**src/ppb_pkg.sv**
```systemverilog
// ----------------------------------------------------------------------------
// ppb_pkg: shared types and constants for perspective_projection_bounds
// Coordinate width, derived datapath widths, register indexes and the
// sequencer state type.
// ----------------------------------------------------------------------------
`default_nettype none

package ppb_pkg;

  localparam int COORD_BITS = 16;

  // register widths
  localparam int DIST_W = 15;
  localparam int WIN_W  = 14;
  localparam int CFG_W  = 15;
  localparam int IDX_W  = 2;

  // signed product coord * distance
  localparam int PROD_W = COORD_BITS + DIST_W + 1;
  // product magnitude
  localparam int MAG_W  = COORD_BITS + DIST_W;
  // signed denominator z + distance, also used for its magnitude
  localparam int DEN_W  = ((COORD_BITS > DIST_W) ? COORD_BITS : DIST_W) + 2;
  // signed width for center add and saturation, at least 33 bits
  localparam int SUM_W  = ((MAG_W + 2) > 33) ? (MAG_W + 2) : 33;
  localparam int CNT_W  = $clog2(MAG_W);

  localparam logic [CNT_W-1:0] DIV_LAST = CNT_W'(MAG_W - 1);

  localparam logic signed [31:0] INT32_MAX = 32'sh7FFF_FFFF;
  localparam logic signed [31:0] INT32_MIN = 32'sh8000_0000;
  localparam logic signed [SUM_W-1:0] SAT_HI = {{(SUM_W-32){1'b0}}, 32'h7FFF_FFFF};
  localparam logic signed [SUM_W-1:0] SAT_LO = {{(SUM_W-32){1'b1}}, 32'h8000_0000};

  // register indexes
  localparam logic [IDX_W-1:0] REG_CAMERA_DISTANCE = 2'd0;
  localparam logic [IDX_W-1:0] REG_WINDOW_WIDTH    = 2'd1;
  localparam logic [IDX_W-1:0] REG_WINDOW_HEIGHT   = 2'd2;

  localparam logic [DIST_W-1:0] CAMERA_DISTANCE_RST = 15'd1000;
  localparam logic [WIN_W-1:0]  WINDOW_WIDTH_RST    = 14'd1920;
  localparam logic [WIN_W-1:0]  WINDOW_HEIGHT_RST   = 14'd1080;

  typedef enum logic [2:0] {
    ST_IDLE,
    ST_DEN,
    ST_MUL,
    ST_LOAD,
    ST_DIV,
    ST_FIX,
    ST_DONE
  } ppb_state_t;

endpackage

`default_nettype wire

```
**src/perspective_projection_bounds.sv**
```systemverilog
// Datapath: one shared restoring divider is run once for x and once for y,
// one quotient bit per cycle. Zero-depth transactions skip the multiply and
// divide steps. in_ready is high only when idle, so a new transaction is taken
// only after the previous result has been moved to the output registers.
// Reset (rst_n, synchronous): registers to defaults, bounds to empty extremes.
// ----------------------------------------------------------------------------
// perspective_projection_bounds
// Perspective projection of one vertex per transaction with running
// min/max screen bounds and a zero-depth error flag.
// ----------------------------------------------------------------------------
`default_nettype none

module perspective_projection_bounds (
  input  wire logic                                clk,
  input  wire logic                                rst_n,
  input  wire logic                                cfg_we,
  input  wire logic [ppb_pkg::IDX_W-1:0]           cfg_index,
  input  wire logic [ppb_pkg::CFG_W-1:0]           cfg_data,
  input  wire logic                                in_valid,
  output logic                                     in_ready,
  input  wire logic signed [ppb_pkg::COORD_BITS-1:0] in_vertex_x,
  input  wire logic signed [ppb_pkg::COORD_BITS-1:0] in_vertex_y,
  input  wire logic signed [ppb_pkg::COORD_BITS-1:0] in_vertex_z,
  input  wire logic                                in_first_point,
  output logic                                     out_valid,
  input  wire logic                                out_ready,
  output logic signed [31:0]                       out_screen_x,
  output logic signed [31:0]                       out_screen_y,
  output logic signed [31:0]                       out_least_x,
  output logic signed [31:0]                       out_greatest_x,
  output logic signed [31:0]                       out_least_y,
  output logic signed [31:0]                       out_greatest_y,
  output logic                                     out_zero_depth_error
);

  localparam int CB  = ppb_pkg::COORD_BITS;
  localparam int DW  = ppb_pkg::DIST_W;
  localparam int WW  = ppb_pkg::WIN_W;
  localparam int PW  = ppb_pkg::PROD_W;
  localparam int MW  = ppb_pkg::MAG_W;
  localparam int NW  = ppb_pkg::DEN_W;
  localparam int SW  = ppb_pkg::SUM_W;
  localparam int CW  = ppb_pkg::CNT_W;

  ppb_pkg::ppb_state_t state_r, state_nxt;

  logic [DW-1:0] dist_r, dist_nxt;
  logic [WW-1:0] win_w_r, win_w_nxt;
  logic [WW-1:0] win_h_r, win_h_nxt;

  logic signed [CB-1:0] vx_r, vx_nxt, vy_r, vy_nxt, vz_r, vz_nxt;
  logic first_r, first_nxt;
  logic err_r, err_nxt;
  logic sel_y_r, sel_y_nxt;
  logic den_neg_r, den_neg_nxt;
  logic q_neg_r, q_neg_nxt;
  logic [NW-1:0] den_mag_r, den_mag_nxt;
  logic signed [PW-1:0] prod_r, prod_nxt;
  logic [MW-1:0] quo_r, quo_nxt;
  logic [NW-1:0] rem_r, rem_nxt;
  logic [CW-1:0] cnt_r, cnt_nxt;
  logic signed [31:0] sx_r, sx_nxt, sy_r, sy_nxt;

  logic signed [31:0] lox_r, lox_nxt, hix_r, hix_nxt, loy_r, loy_nxt, hiy_r, hiy_nxt;

  logic out_valid_r, out_valid_nxt;
  logic signed [31:0] o_sx_r, o_sx_nxt, o_sy_r, o_sy_nxt;
  logic signed [31:0] o_lox_r, o_lox_nxt, o_hix_r, o_hix_nxt;
  logic signed [31:0] o_loy_r, o_loy_nxt, o_hiy_r, o_hiy_nxt;
  logic o_err_r, o_err_nxt;

  // combinational datapath
  logic signed [NW-1:0] denom;
  logic signed [CB-1:0] coord;
  logic [PW-1:0] prod_mag;
  logic [NW:0] rem_sh, diff;
  logic quo_bit;
  logic signed [SW-1:0] q_ext, q_val, sum, half_ext;
  logic signed [31:0] sat;
  logic [WW-1:0] half_win;
  logic signed [31:0] b_lox, b_hix, b_loy, b_hiy;
  logic signed [31:0] c_lox, c_hix, c_loy, c_hiy;

  assign in_ready = (state_r == ppb_pkg::ST_IDLE);

  always_comb begin
    state_nxt     = state_r;
    dist_nxt      = dist_r;
    win_w_nxt     = win_w_r;
    win_h_nxt     = win_h_r;
    vx_nxt        = vx_r;
    vy_nxt        = vy_r;
    vz_nxt        = vz_r;
    first_nxt     = first_r;
    err_nxt       = err_r;
    sel_y_nxt     = sel_y_r;
    den_neg_nxt   = den_neg_r;
    q_neg_nxt     = q_neg_r;
    den_mag_nxt   = den_mag_r;
    prod_nxt      = prod_r;
    quo_nxt       = quo_r;
    rem_nxt       = rem_r;
    cnt_nxt       = cnt_r;
    sx_nxt        = sx_r;
    sy_nxt        = sy_r;
    lox_nxt       = lox_r;
    hix_nxt       = hix_r;
    loy_nxt       = loy_r;
    hiy_nxt       = hiy_r;
    out_valid_nxt = out_valid_r;
    o_sx_nxt      = o_sx_r;
    o_sy_nxt      = o_sy_r;
    o_lox_nxt     = o_lox_r;
    o_hix_nxt     = o_hix_r;
    o_loy_nxt     = o_loy_r;
    o_hiy_nxt     = o_hiy_r;
    o_err_nxt     = o_err_r;

    denom = $signed({{(NW-CB){vz_r[CB-1]}}, vz_r}) + $signed({{(NW-DW){1'b0}}, dist_r});
    coord = sel_y_r ? vy_r : vx_r;
    prod_mag = prod_r[PW-1] ? PW'(-prod_r) : prod_r;
    rem_sh = {rem_r, quo_r[MW-1]};
    diff = rem_sh - {1'b0, den_mag_r};
    quo_bit = ~diff[NW];
    q_ext = $signed({{(SW-MW){1'b0}}, quo_r});
    q_val = q_neg_r ? -q_ext : q_ext;
    half_win = sel_y_r ? (win_h_r >> 1) : (win_w_r >> 1);
    half_ext = $signed({{(SW-WW){1'b0}}, half_win});
    sum = q_val + half_ext;
    if (sum > ppb_pkg::SAT_HI) begin
      sat = ppb_pkg::INT32_MAX;
    end else if (sum < ppb_pkg::SAT_LO) begin
      sat = ppb_pkg::INT32_MIN;
    end else begin
      sat = sum[31:0];
    end

    b_lox = first_r ? ppb_pkg::INT32_MAX : lox_r;
    b_hix = first_r ? ppb_pkg::INT32_MIN : hix_r;
    b_loy = first_r ? ppb_pkg::INT32_MAX : loy_r;
    b_hiy = first_r ? ppb_pkg::INT32_MIN : hiy_r;
    c_lox = (sx_r < b_lox) ? sx_r : b_lox;
    c_hix = (sx_r > b_hix) ? sx_r : b_hix;
    c_loy = (sy_r < b_loy) ? sy_r : b_loy;
    c_hiy = (sy_r > b_hiy) ? sy_r : b_hiy;

    if (out_valid_r && out_ready) begin
      out_valid_nxt = 1'b0;
    end

    if (cfg_we) begin
      unique case (cfg_index)
        ppb_pkg::REG_CAMERA_DISTANCE: dist_nxt  = cfg_data[DW-1:0];
        ppb_pkg::REG_WINDOW_WIDTH:    win_w_nxt = cfg_data[WW-1:0];
        ppb_pkg::REG_WINDOW_HEIGHT:   win_h_nxt = cfg_data[WW-1:0];
        default: ;
      endcase
    end

    unique case (state_r)
      ppb_pkg::ST_IDLE: begin
        if (in_valid) begin
          vx_nxt    = in_vertex_x;
          vy_nxt    = in_vertex_y;
          vz_nxt    = in_vertex_z;
          first_nxt = in_first_point;
          state_nxt = ppb_pkg::ST_DEN;
        end
      end
      ppb_pkg::ST_DEN: begin
        err_nxt     = (denom == '0);
        den_neg_nxt = denom[NW-1];
        den_mag_nxt = denom[NW-1] ? NW'(-denom) : denom;
        sel_y_nxt   = 1'b0;
        if (denom == '0) begin
          sx_nxt    = '0;
          sy_nxt    = '0;
          state_nxt = ppb_pkg::ST_DONE;
        end else begin
          state_nxt = ppb_pkg::ST_MUL;
        end
      end
      ppb_pkg::ST_MUL: begin
        prod_nxt  = coord * $signed({1'b0, dist_r});
        state_nxt = ppb_pkg::ST_LOAD;
      end
      ppb_pkg::ST_LOAD: begin
        quo_nxt   = prod_mag[MW-1:0];
        rem_nxt   = '0;
        cnt_nxt   = '0;
        q_neg_nxt = prod_r[PW-1] ^ den_neg_r;
        state_nxt = ppb_pkg::ST_DIV;
      end
      ppb_pkg::ST_DIV: begin
        rem_nxt = quo_bit ? diff[NW-1:0] : rem_sh[NW-1:0];
        quo_nxt = {quo_r[MW-2:0], quo_bit};
        cnt_nxt = cnt_r + 1'b1;
        if (cnt_r == ppb_pkg::DIV_LAST) begin
          state_nxt = ppb_pkg::ST_FIX;
        end
      end
      ppb_pkg::ST_FIX: begin
        if (sel_y_r) begin
          sy_nxt    = sat;
          state_nxt = ppb_pkg::ST_DONE;
        end else begin
          sx_nxt    = sat;
          sel_y_nxt = 1'b1;
          state_nxt = ppb_pkg::ST_MUL;
        end
      end
      ppb_pkg::ST_DONE: begin
        if (!out_valid_r || out_ready) begin
          out_valid_nxt = 1'b1;
          o_sx_nxt      = sx_r;
          o_sy_nxt      = sy_r;
          o_err_nxt     = err_r;
          if (err_r) begin
            o_lox_nxt = lox_r;
            o_hix_nxt = hix_r;
            o_loy_nxt = loy_r;
            o_hiy_nxt = hiy_r;
          end else begin
            lox_nxt   = c_lox;
            hix_nxt   = c_hix;
            loy_nxt   = c_loy;
            hiy_nxt   = c_hiy;
            o_lox_nxt = c_lox;
            o_hix_nxt = c_hix;
            o_loy_nxt = c_loy;
            o_hiy_nxt = c_hiy;
          end
          state_nxt = ppb_pkg::ST_IDLE;
        end
      end
      default: state_nxt = ppb_pkg::ST_IDLE;
    endcase
  end

  always_ff @(posedge clk) begin
    if (!rst_n) begin
      state_r     <= ppb_pkg::ST_IDLE;
      dist_r      <= ppb_pkg::CAMERA_DISTANCE_RST;
      win_w_r     <= ppb_pkg::WINDOW_WIDTH_RST;
      win_h_r     <= ppb_pkg::WINDOW_HEIGHT_RST;
      lox_r       <= ppb_pkg::INT32_MAX;
      hix_r       <= ppb_pkg::INT32_MIN;
      loy_r       <= ppb_pkg::INT32_MAX;
      hiy_r       <= ppb_pkg::INT32_MIN;
      out_valid_r <= 1'b0;
    end else begin
      state_r     <= state_nxt;
      dist_r      <= dist_nxt;
      win_w_r     <= win_w_nxt;
      win_h_r     <= win_h_nxt;
      lox_r       <= lox_nxt;
      hix_r       <= hix_nxt;
      loy_r       <= loy_nxt;
      hiy_r       <= hiy_nxt;
      out_valid_r <= out_valid_nxt;
    end
  end

  always_ff @(posedge clk) begin
    vx_r      <= vx_nxt;
    vy_r      <= vy_nxt;
    vz_r      <= vz_nxt;
    first_r   <= first_nxt;
    err_r     <= err_nxt;
    sel_y_r   <= sel_y_nxt;
    den_neg_r <= den_neg_nxt;
    q_neg_r   <= q_neg_nxt;
    den_mag_r <= den_mag_nxt;
    prod_r    <= prod_nxt;
    quo_r     <= quo_nxt;
    rem_r     <= rem_nxt;
    cnt_r     <= cnt_nxt;
    sx_r      <= sx_nxt;
    sy_r      <= sy_nxt;
    o_sx_r    <= o_sx_nxt;
    o_sy_r    <= o_sy_nxt;
    o_lox_r   <= o_lox_nxt;
    o_hix_r   <= o_hix_nxt;
    o_loy_r   <= o_loy_nxt;
    o_hiy_r   <= o_hiy_nxt;
    o_err_r   <= o_err_nxt;
  end

  assign out_valid            = out_valid_r;
  assign out_screen_x         = o_sx_r;
  assign out_screen_y         = o_sy_r;
  assign out_least_x          = o_lox_r;
  assign out_greatest_x       = o_hix_r;
  assign out_least_y          = o_loy_r;
  assign out_greatest_y       = o_hiy_r;
  assign out_zero_depth_error = o_err_r;

endmodule

`default_nettype wire
```
**config.mk**
```make
export PLATFORM = sky130hd
export DESIGN_NAME = perspective_projection_bounds
export DESIGN_NICKNAME = d
export VERILOG_FILES = /design/src/ppb_pkg.sv /design/src/perspective_projection_bounds.sv
export SDC_FILE = /design/constraint.sdc
export NUM_CORES = 2
export LEC_CHECK = 0
export ABC_AREA = 1
export BUFFER_PORTS_ARGS = -buffer_cell sky130_fd_sc_hd__buf_2
export CAP_MARGIN = 10
export CORE_MARGIN = 4
export CORE_UTILIZATION = 33
export CTS_BUF_LIST = sky130_fd_sc_hd__clkbuf_8
export DETAILED_ROUTE_END_ITERATION = 6
export SETUP_SLACK_MARGIN = 0.2
export SLEW_MARGIN = 20
export SYNTH_ARGS = -nofsm -noshare
export SYNTH_HDL_FRONTEND = slang
export SYNTH_SLANG_ARGS = --single-unit
export TNS_END_PERCENT = 5
```
**constraint.sdc**
```tcl
create_clock -name clk -period 21.5 [get_ports clk]
set_clock_uncertainty 0.05 [all_clocks]
set_input_delay 4.3 -clock clk [delete_from_list [all_inputs] [get_ports clk]]
set_output_delay 4.3 -clock clk [all_outputs]
set_load 0.05 [all_outputs]
```
# Word level (Yosys, flattened, before mapping)
# Cells that the tools add are included.
word_totals:
  out_inout_bits: 195
  elab_cells: 117
  input_bits: 71
  ff_bits: 589
classes:
  reduce_logical: 16
  n_addsub: 7
  muxes: 38
  bitwise_logic: 2
  n_eq_ne: 15
  n_mul: 1
  n_lt_le_gt_ge: 6
ops:
  columns: ["operator", "n"]
  rows:
  - ["32-bit two-way mux", 17]
  - ["32-bit case mux with 2 select lines", 2]
  - ["32-bit greater-than comparator", 2]
  - ["32-bit less-than comparator", 2]
  - ["31-bit case mux with 2 select lines", 1]
  - ["18-bit case mux with 2 select lines", 1]
  - ["33-bit by 14-bit adder with 33-bit output", 1]
  - ["33-bit by 32-bit greater-than comparator with 1-bit output (second input constant)", 1]
  - ["33-bit by 32-bit less-than comparator with 1-bit output (second input constant)", 1]
  - ["33-bit two-way mux", 1]
  - ["31-bit negation with 33-bit output", 1]
  - ["16-bit by 16-bit multiplier with 32-bit output", 1]
  - ["31-bit two-way mux", 1]
  - ["31-bit negation", 1]
  - ["3-bit case mux with 7 select lines", 1]
  - ["19-bit by 18-bit subtractor with 19-bit output", 1]
  - ["18-bit logical NOT", 1]
  - ["18-bit two-way mux", 1]
  - ["17-bit negation with 18-bit output", 1]
  - ["16-bit by 16-bit adder with 17-bit output", 1]
  - ["17-bit two-way mux", 1]
  - ["16-bit two-way mux", 1]
  - ["3-bit two-way mux", 5]
  - ["13-bit two-way mux", 1]
  - ["other kinds (21)", 38]

# Depth between registers and ports, before layout
depth:
  depth_word: 8
  mapped_depth: 28
  mapped_depth_nobuf: 27

# Least setup slack after synthesis
# Ideal clock, no wire load.
synth_path:
  kind: "input -> register"
  from: "in out_ready"
  to: "reg o_hix_r[0], in the netlist out_greatest_x[0], enable pin"
  setup_slack_ns: 10.399
  path_stages: 4
  path_buffers: 2
  setup_ns: 0.633
  required_time_ns: 20.817
  t_arrival_ns: 10.419
  path_cell_list: "nor2_1 nor2_1 clkbuf_1 clkbuf_1"
synth_via:
  elab_chain_cells: 2
synth_lines:
  columns: ["item", "line", "text"]
  rows:
  - ["start: declaration", "perspective_projection_bounds.sv:26", "input wire logic out_ready,"]
  - ["1-bit logical OR", "perspective_projection_bounds.sv:213", "if (!out_valid_r || out_ready) begin"]
  - ["2-bit AND reduction (no line)", null, null]
  - ["end signal: assignment", "perspective_projection_bounds.sv:283", "o_hix_r <= o_hix_nxt;"]
  - ["end: declaration", "perspective_projection_bounds.sv:68", "logic signed [31:0] o_lox_r, o_lox_nxt, o_hix_r, o_hix_nxt;"]
# No other way between the ends.
# A chain may end at the register's enable or synchronous reset.

# Worst setup path in the final report
layout_path:
  from: "reg sel_y_r"
  to: "reg prod_r[28] (data pin)"
layout_via:
  elab_chain_cells: 2
layout_lines:
  columns: ["item", "line", "text"]
  rows:
  - ["start: declaration", "perspective_projection_bounds.sv:54", "logic sel_y_r, sel_y_nxt;"]
  - ["start signal: assignment", "perspective_projection_bounds.sv:270", "sel_y_r <= sel_y_nxt;"]
  - ["16-bit two-way mux", "perspective_projection_bounds.sv:120", "coord = sel_y_r ? vy_r : vx_r;"]
  - ["16-bit by 16-bit multiplier with 32-bit output", "perspective_projection_bounds.sv:184", "prod_nxt = coord * $signed({1'b0, dist_r});"]
  - ["end signal: assignment", "perspective_projection_bounds.sv:274", "prod_r <= prod_nxt;"]
  - ["end: declaration", "perspective_projection_bounds.sv:58", "logic signed [PW-1:0] prod_r, prod_nxt;"]
# No other way between the ends.

==> reports/summary.txt <==
Fin crit period -> 7.397 ns
Vias -> 33440
Cts hold-fix bufs -> 0
Reg-to-reg critical path endpoint -> prod_r[28]
WP data arrival -> 7.83 ns
Vias in the first global route -> 32810
Critical path depth -> 24
Tcrit/Tclk final -> 34.40%
Setup WS post-layout -> 14.10 ns
Area after DPL -> 44200 µm²
Cts repair resizes -> 0
Final GP Congestion -> 0.9183
Cell Rows -> 129
GR Util All Layers -> 17.68%
Unrepaired setup endpoints after global routing -> no
Max Clock Freq -> 135.2 MHz
Total gr overflow -> 0
Multi-input logic area -> 22140 µm²
Hold depth -> 2
Crit-path max cell delay -> 0.54 ns
Max capacitance violation total -> 0
Syn avg cell area -> 8.392 µm²
Final number of hold-violating endpoints -> 0
Ys flop type -> edfxtp_1
Synth Cell Area -> 41150 µm²
Setup Total Neg Slack -> 0 ns
Clock sink count -> 587
Num ports -> 266
Register Area -> 15900 µm²
Dpl cells -> 6663
Post-synth EDFFs -> 414
Ys async rst share -> 0%
Post-CTS setup buffer count -> 0
Port-buffer cells -> 265
Slew at the pin closest to its max-slew limit -> 1.104 ns
DRC viols -> 1
Dominant cells by area after synthesis -> edfxtp_1 (30%), fa_1 (12%), nand2_1 (12%)
CP Class -> register to register
Leakage -> 21.28 nW
Routed WL -> 116.6 mm
Clk buf depth -> 3
First-pass GRT wire length -> 184.0 mm
Crit end category -> register
Antenna-violating nets left -> 0
Syn. warnings -> 0
Die width -> 361.1 µm
Worst Setup Start Kind -> register
Final non-filler cell total -> 6866
Vias per Instance -> 4.871
Initial Utilization -> 33.24%
Final Max Tran Viols -> 0
Hold Crit Class -> register to register
Status -> complete, but fails checks
Syn Inst Count -> 4904
Clock tree from TritonCTS -> yes
Layout area overhead -> 12.58%
Critical path's most frequent cell -> fa_1
Yosys cell types -> 52
Synth Net Count -> 5484
Drt first-iter violations -> 2890
Yosys reg bits -> 587
Yosys top cell area share -> 30.21%
Clk slew on worst S/H paths -> 0.06 ns
R2R depth -> 24
Slowest cell on crit path -> fa_1
Root Driver -> clkbuf_8
Final nets -> 5711
Slew margin rel. -> 26.41%
Core area -> 123800 µm²
Pin count of the biggest net entering global routing -> 187
R2R Path Start -> sel_y_r
Clk Latency, worst-skew pair -> 0.80 ns
Worst VDD drop -> 311.7 µV
R2R Setup Slk -> 14.10 ns
Die area -> 130400 µm²
CP cell instances -> buf_4 > inv_1 > buf_4 > or2_2 > o21ai_1 > inv_1 > nand2_1 > fa_1 > inv_1 > fa_1 > fa_1 > fa_1 > fa_1 > inv_1 > fa_1 > inv_1 > ha_1 > nand2_1 > nor4_1 > nand4_1 > nand3_1 > a21o_1 > a21oi_1 > xor2_1
DR pass1 iterations -> 7
Area leader, netlist -> edfxtp_1
Buf+Inv Stages, Crit Path -> 7
Hold Startpoint -> win_h_r[12]
Hold endpoint -> win_h_r[12]
H-Tree Depth -> 3
CTS buffer count -> 102
Failing checks -> DRC
Initial antenna violation count -> 11
Fillers -> 12640
Power Dens Cells -> 163.1 nW/µm²
Crit-path leading delay family -> adder cells
Final setup viols -> 0
Part of the Yosys area used for sequential elements -> 38.62%
Drt wl/cell -> 16.99 µm
Dpl hpwl -> 86.62 mm
Place WS -> 14.08 ns
Final core occ -> 37.42%
Share of layout cells above drive strength 1 -> 11.05%
Die Span Y -> 361.1 µm
CP required -> 21.94 ns
Finished Cell Area -> 46330 µm²
Crit-path max FO -> 36
[worst max-delay path by stage]
stage | start | endpoint
after global routing | sel_y_r | prod_r[25]
after detailed placement | sel_y_r | prod_r[25]
after CTS | sel_y_r | prod_r[28]
final | sel_y_r | prod_r[28]
after global placement | sel_y_r | prod_r[28]
after floorplan | out_ready | out_greatest_x[0]
[cell families (layout without fill, tap and decap cells)]
logic type | Yosys count | count (layout) | synth area share, %
simple gates | 2334 | 2334 | 24.19
xor+xnor | 144 | 144 | 3.083
compound gates | 485 | 485 | 6.272
fa+ha+maj | 509 | 509 | 20.02
mux | 1 | 1 | 0.02432
buf+inv | 843 | 1159 | 7.783
flops | 587 | 587 | 38.62
other cells | 1 | 10 | 0.009112
[placed cells by master (no fill, tap or decap), drive strengths merged, types with 101 or more instances in the layout]
cell type / instances
a21oi: 254
buf: 305
clkbuf: 111
dfxtp: 173
edfxtp: 414
fa: 249
ha: 260
inv: 685
nand2: 1302
nand3: 312
nand4: 101
nor2: 536
o21ai: 170
[layer usage]
metal | vias up | wire, µm | global-route usage (%)
li1 | 16350 | - | -
met1 | 15800 | 50330 | 23.19
met2 | 1091 | 53800 | 29.25
met3 | 207 | 8611 | 3.397
met4 | 2 | 3903 | 6.222
met5 | - | 9 | 0
[cell type report]
class	instances	area share, %
Antenna cell	9	0.04861
Clock buffer	111	3.298
Clock inverter	82	1.188
Inverter	661	5.364
Multi-Input combinational cell	3474	47.79
Sequential cell	587	34.31
Tap cell	1637	4.421
Timing Repair Buffer	305	3.581
[synthesized netlist by cell type (6+ instances only)]
master       n
fa_1       249
xor2_1      93
a211oi_1     7
buf_2       10
o21ai_1      9
inv_1      646
nand4_1    101
edfxtp_1   414
clkinv_1     8
nand3_1    284
o21ai_0    160
dfxtp_1    173
o21bai_1     6
xnor2_1     50
or2_2       22
nor2_2      12
nand2_1   1281
inv_2        7
buf_1       14
ha_1       260
o31ai_1      6
nor2_1     513
clkbuf_1   153
a31oi_1     10
nor3_1      30
nand3b_1    12
nand2_2     16
a21o_1       7
o211ai_1    15
nand3_2     26
a21oi_1    254
nor4_1      14
nor2_4       9
[worst register-to-register path, cell delays in order, from the launching register on]
cell      delay (ns)
edfxtp_1        0.32
buf_4           0.31
inv_1           0.11
buf_4           0.26
or2_2           0.33
o21ai_1         0.42
inv_1           0.33
nand2_1         0.17
fa_1            0.42
inv_1           0.09
fa_1            0.43
fa_1            0.49
fa_1            0.52
fa_1            0.54
inv_1           0.06
fa_1            0.53
inv_1           0.04
ha_1            0.40
nand2_1         0.14
nor4_1          0.42
nand4_1         0.16
nand3_1         0.19
a21o_1          0.17
a21oi_1         0.08
xor2_1          0.14
[power breakdown]
| part | internal (mW) | total (mW) | switching, mW |
|---|---|---|---|
| clock | 0.544 | 1.04 | 0.500 |
| combinational | 1.82 | 4.91 | 3.09 |
| sequential | 1.54 | 1.61 | 0.0642 |
| total | 3.91 | 7.56 | 3.65 |
[per-stage QoR]
step / hold slack (ns) / power, mW
6_report: 0.3981 / 7.557
5_1_grt: 0.4348 / 8.432
4_1_cts: 0.3982 / 7.623
3_5_place_dp: 0.3902 / 6.542
3_3_place_gp: 0.3866 / 6.527
2_1_floorplan: 0.3745 / 5.338
Note: power is estimated with default switching activity, not from simulation.
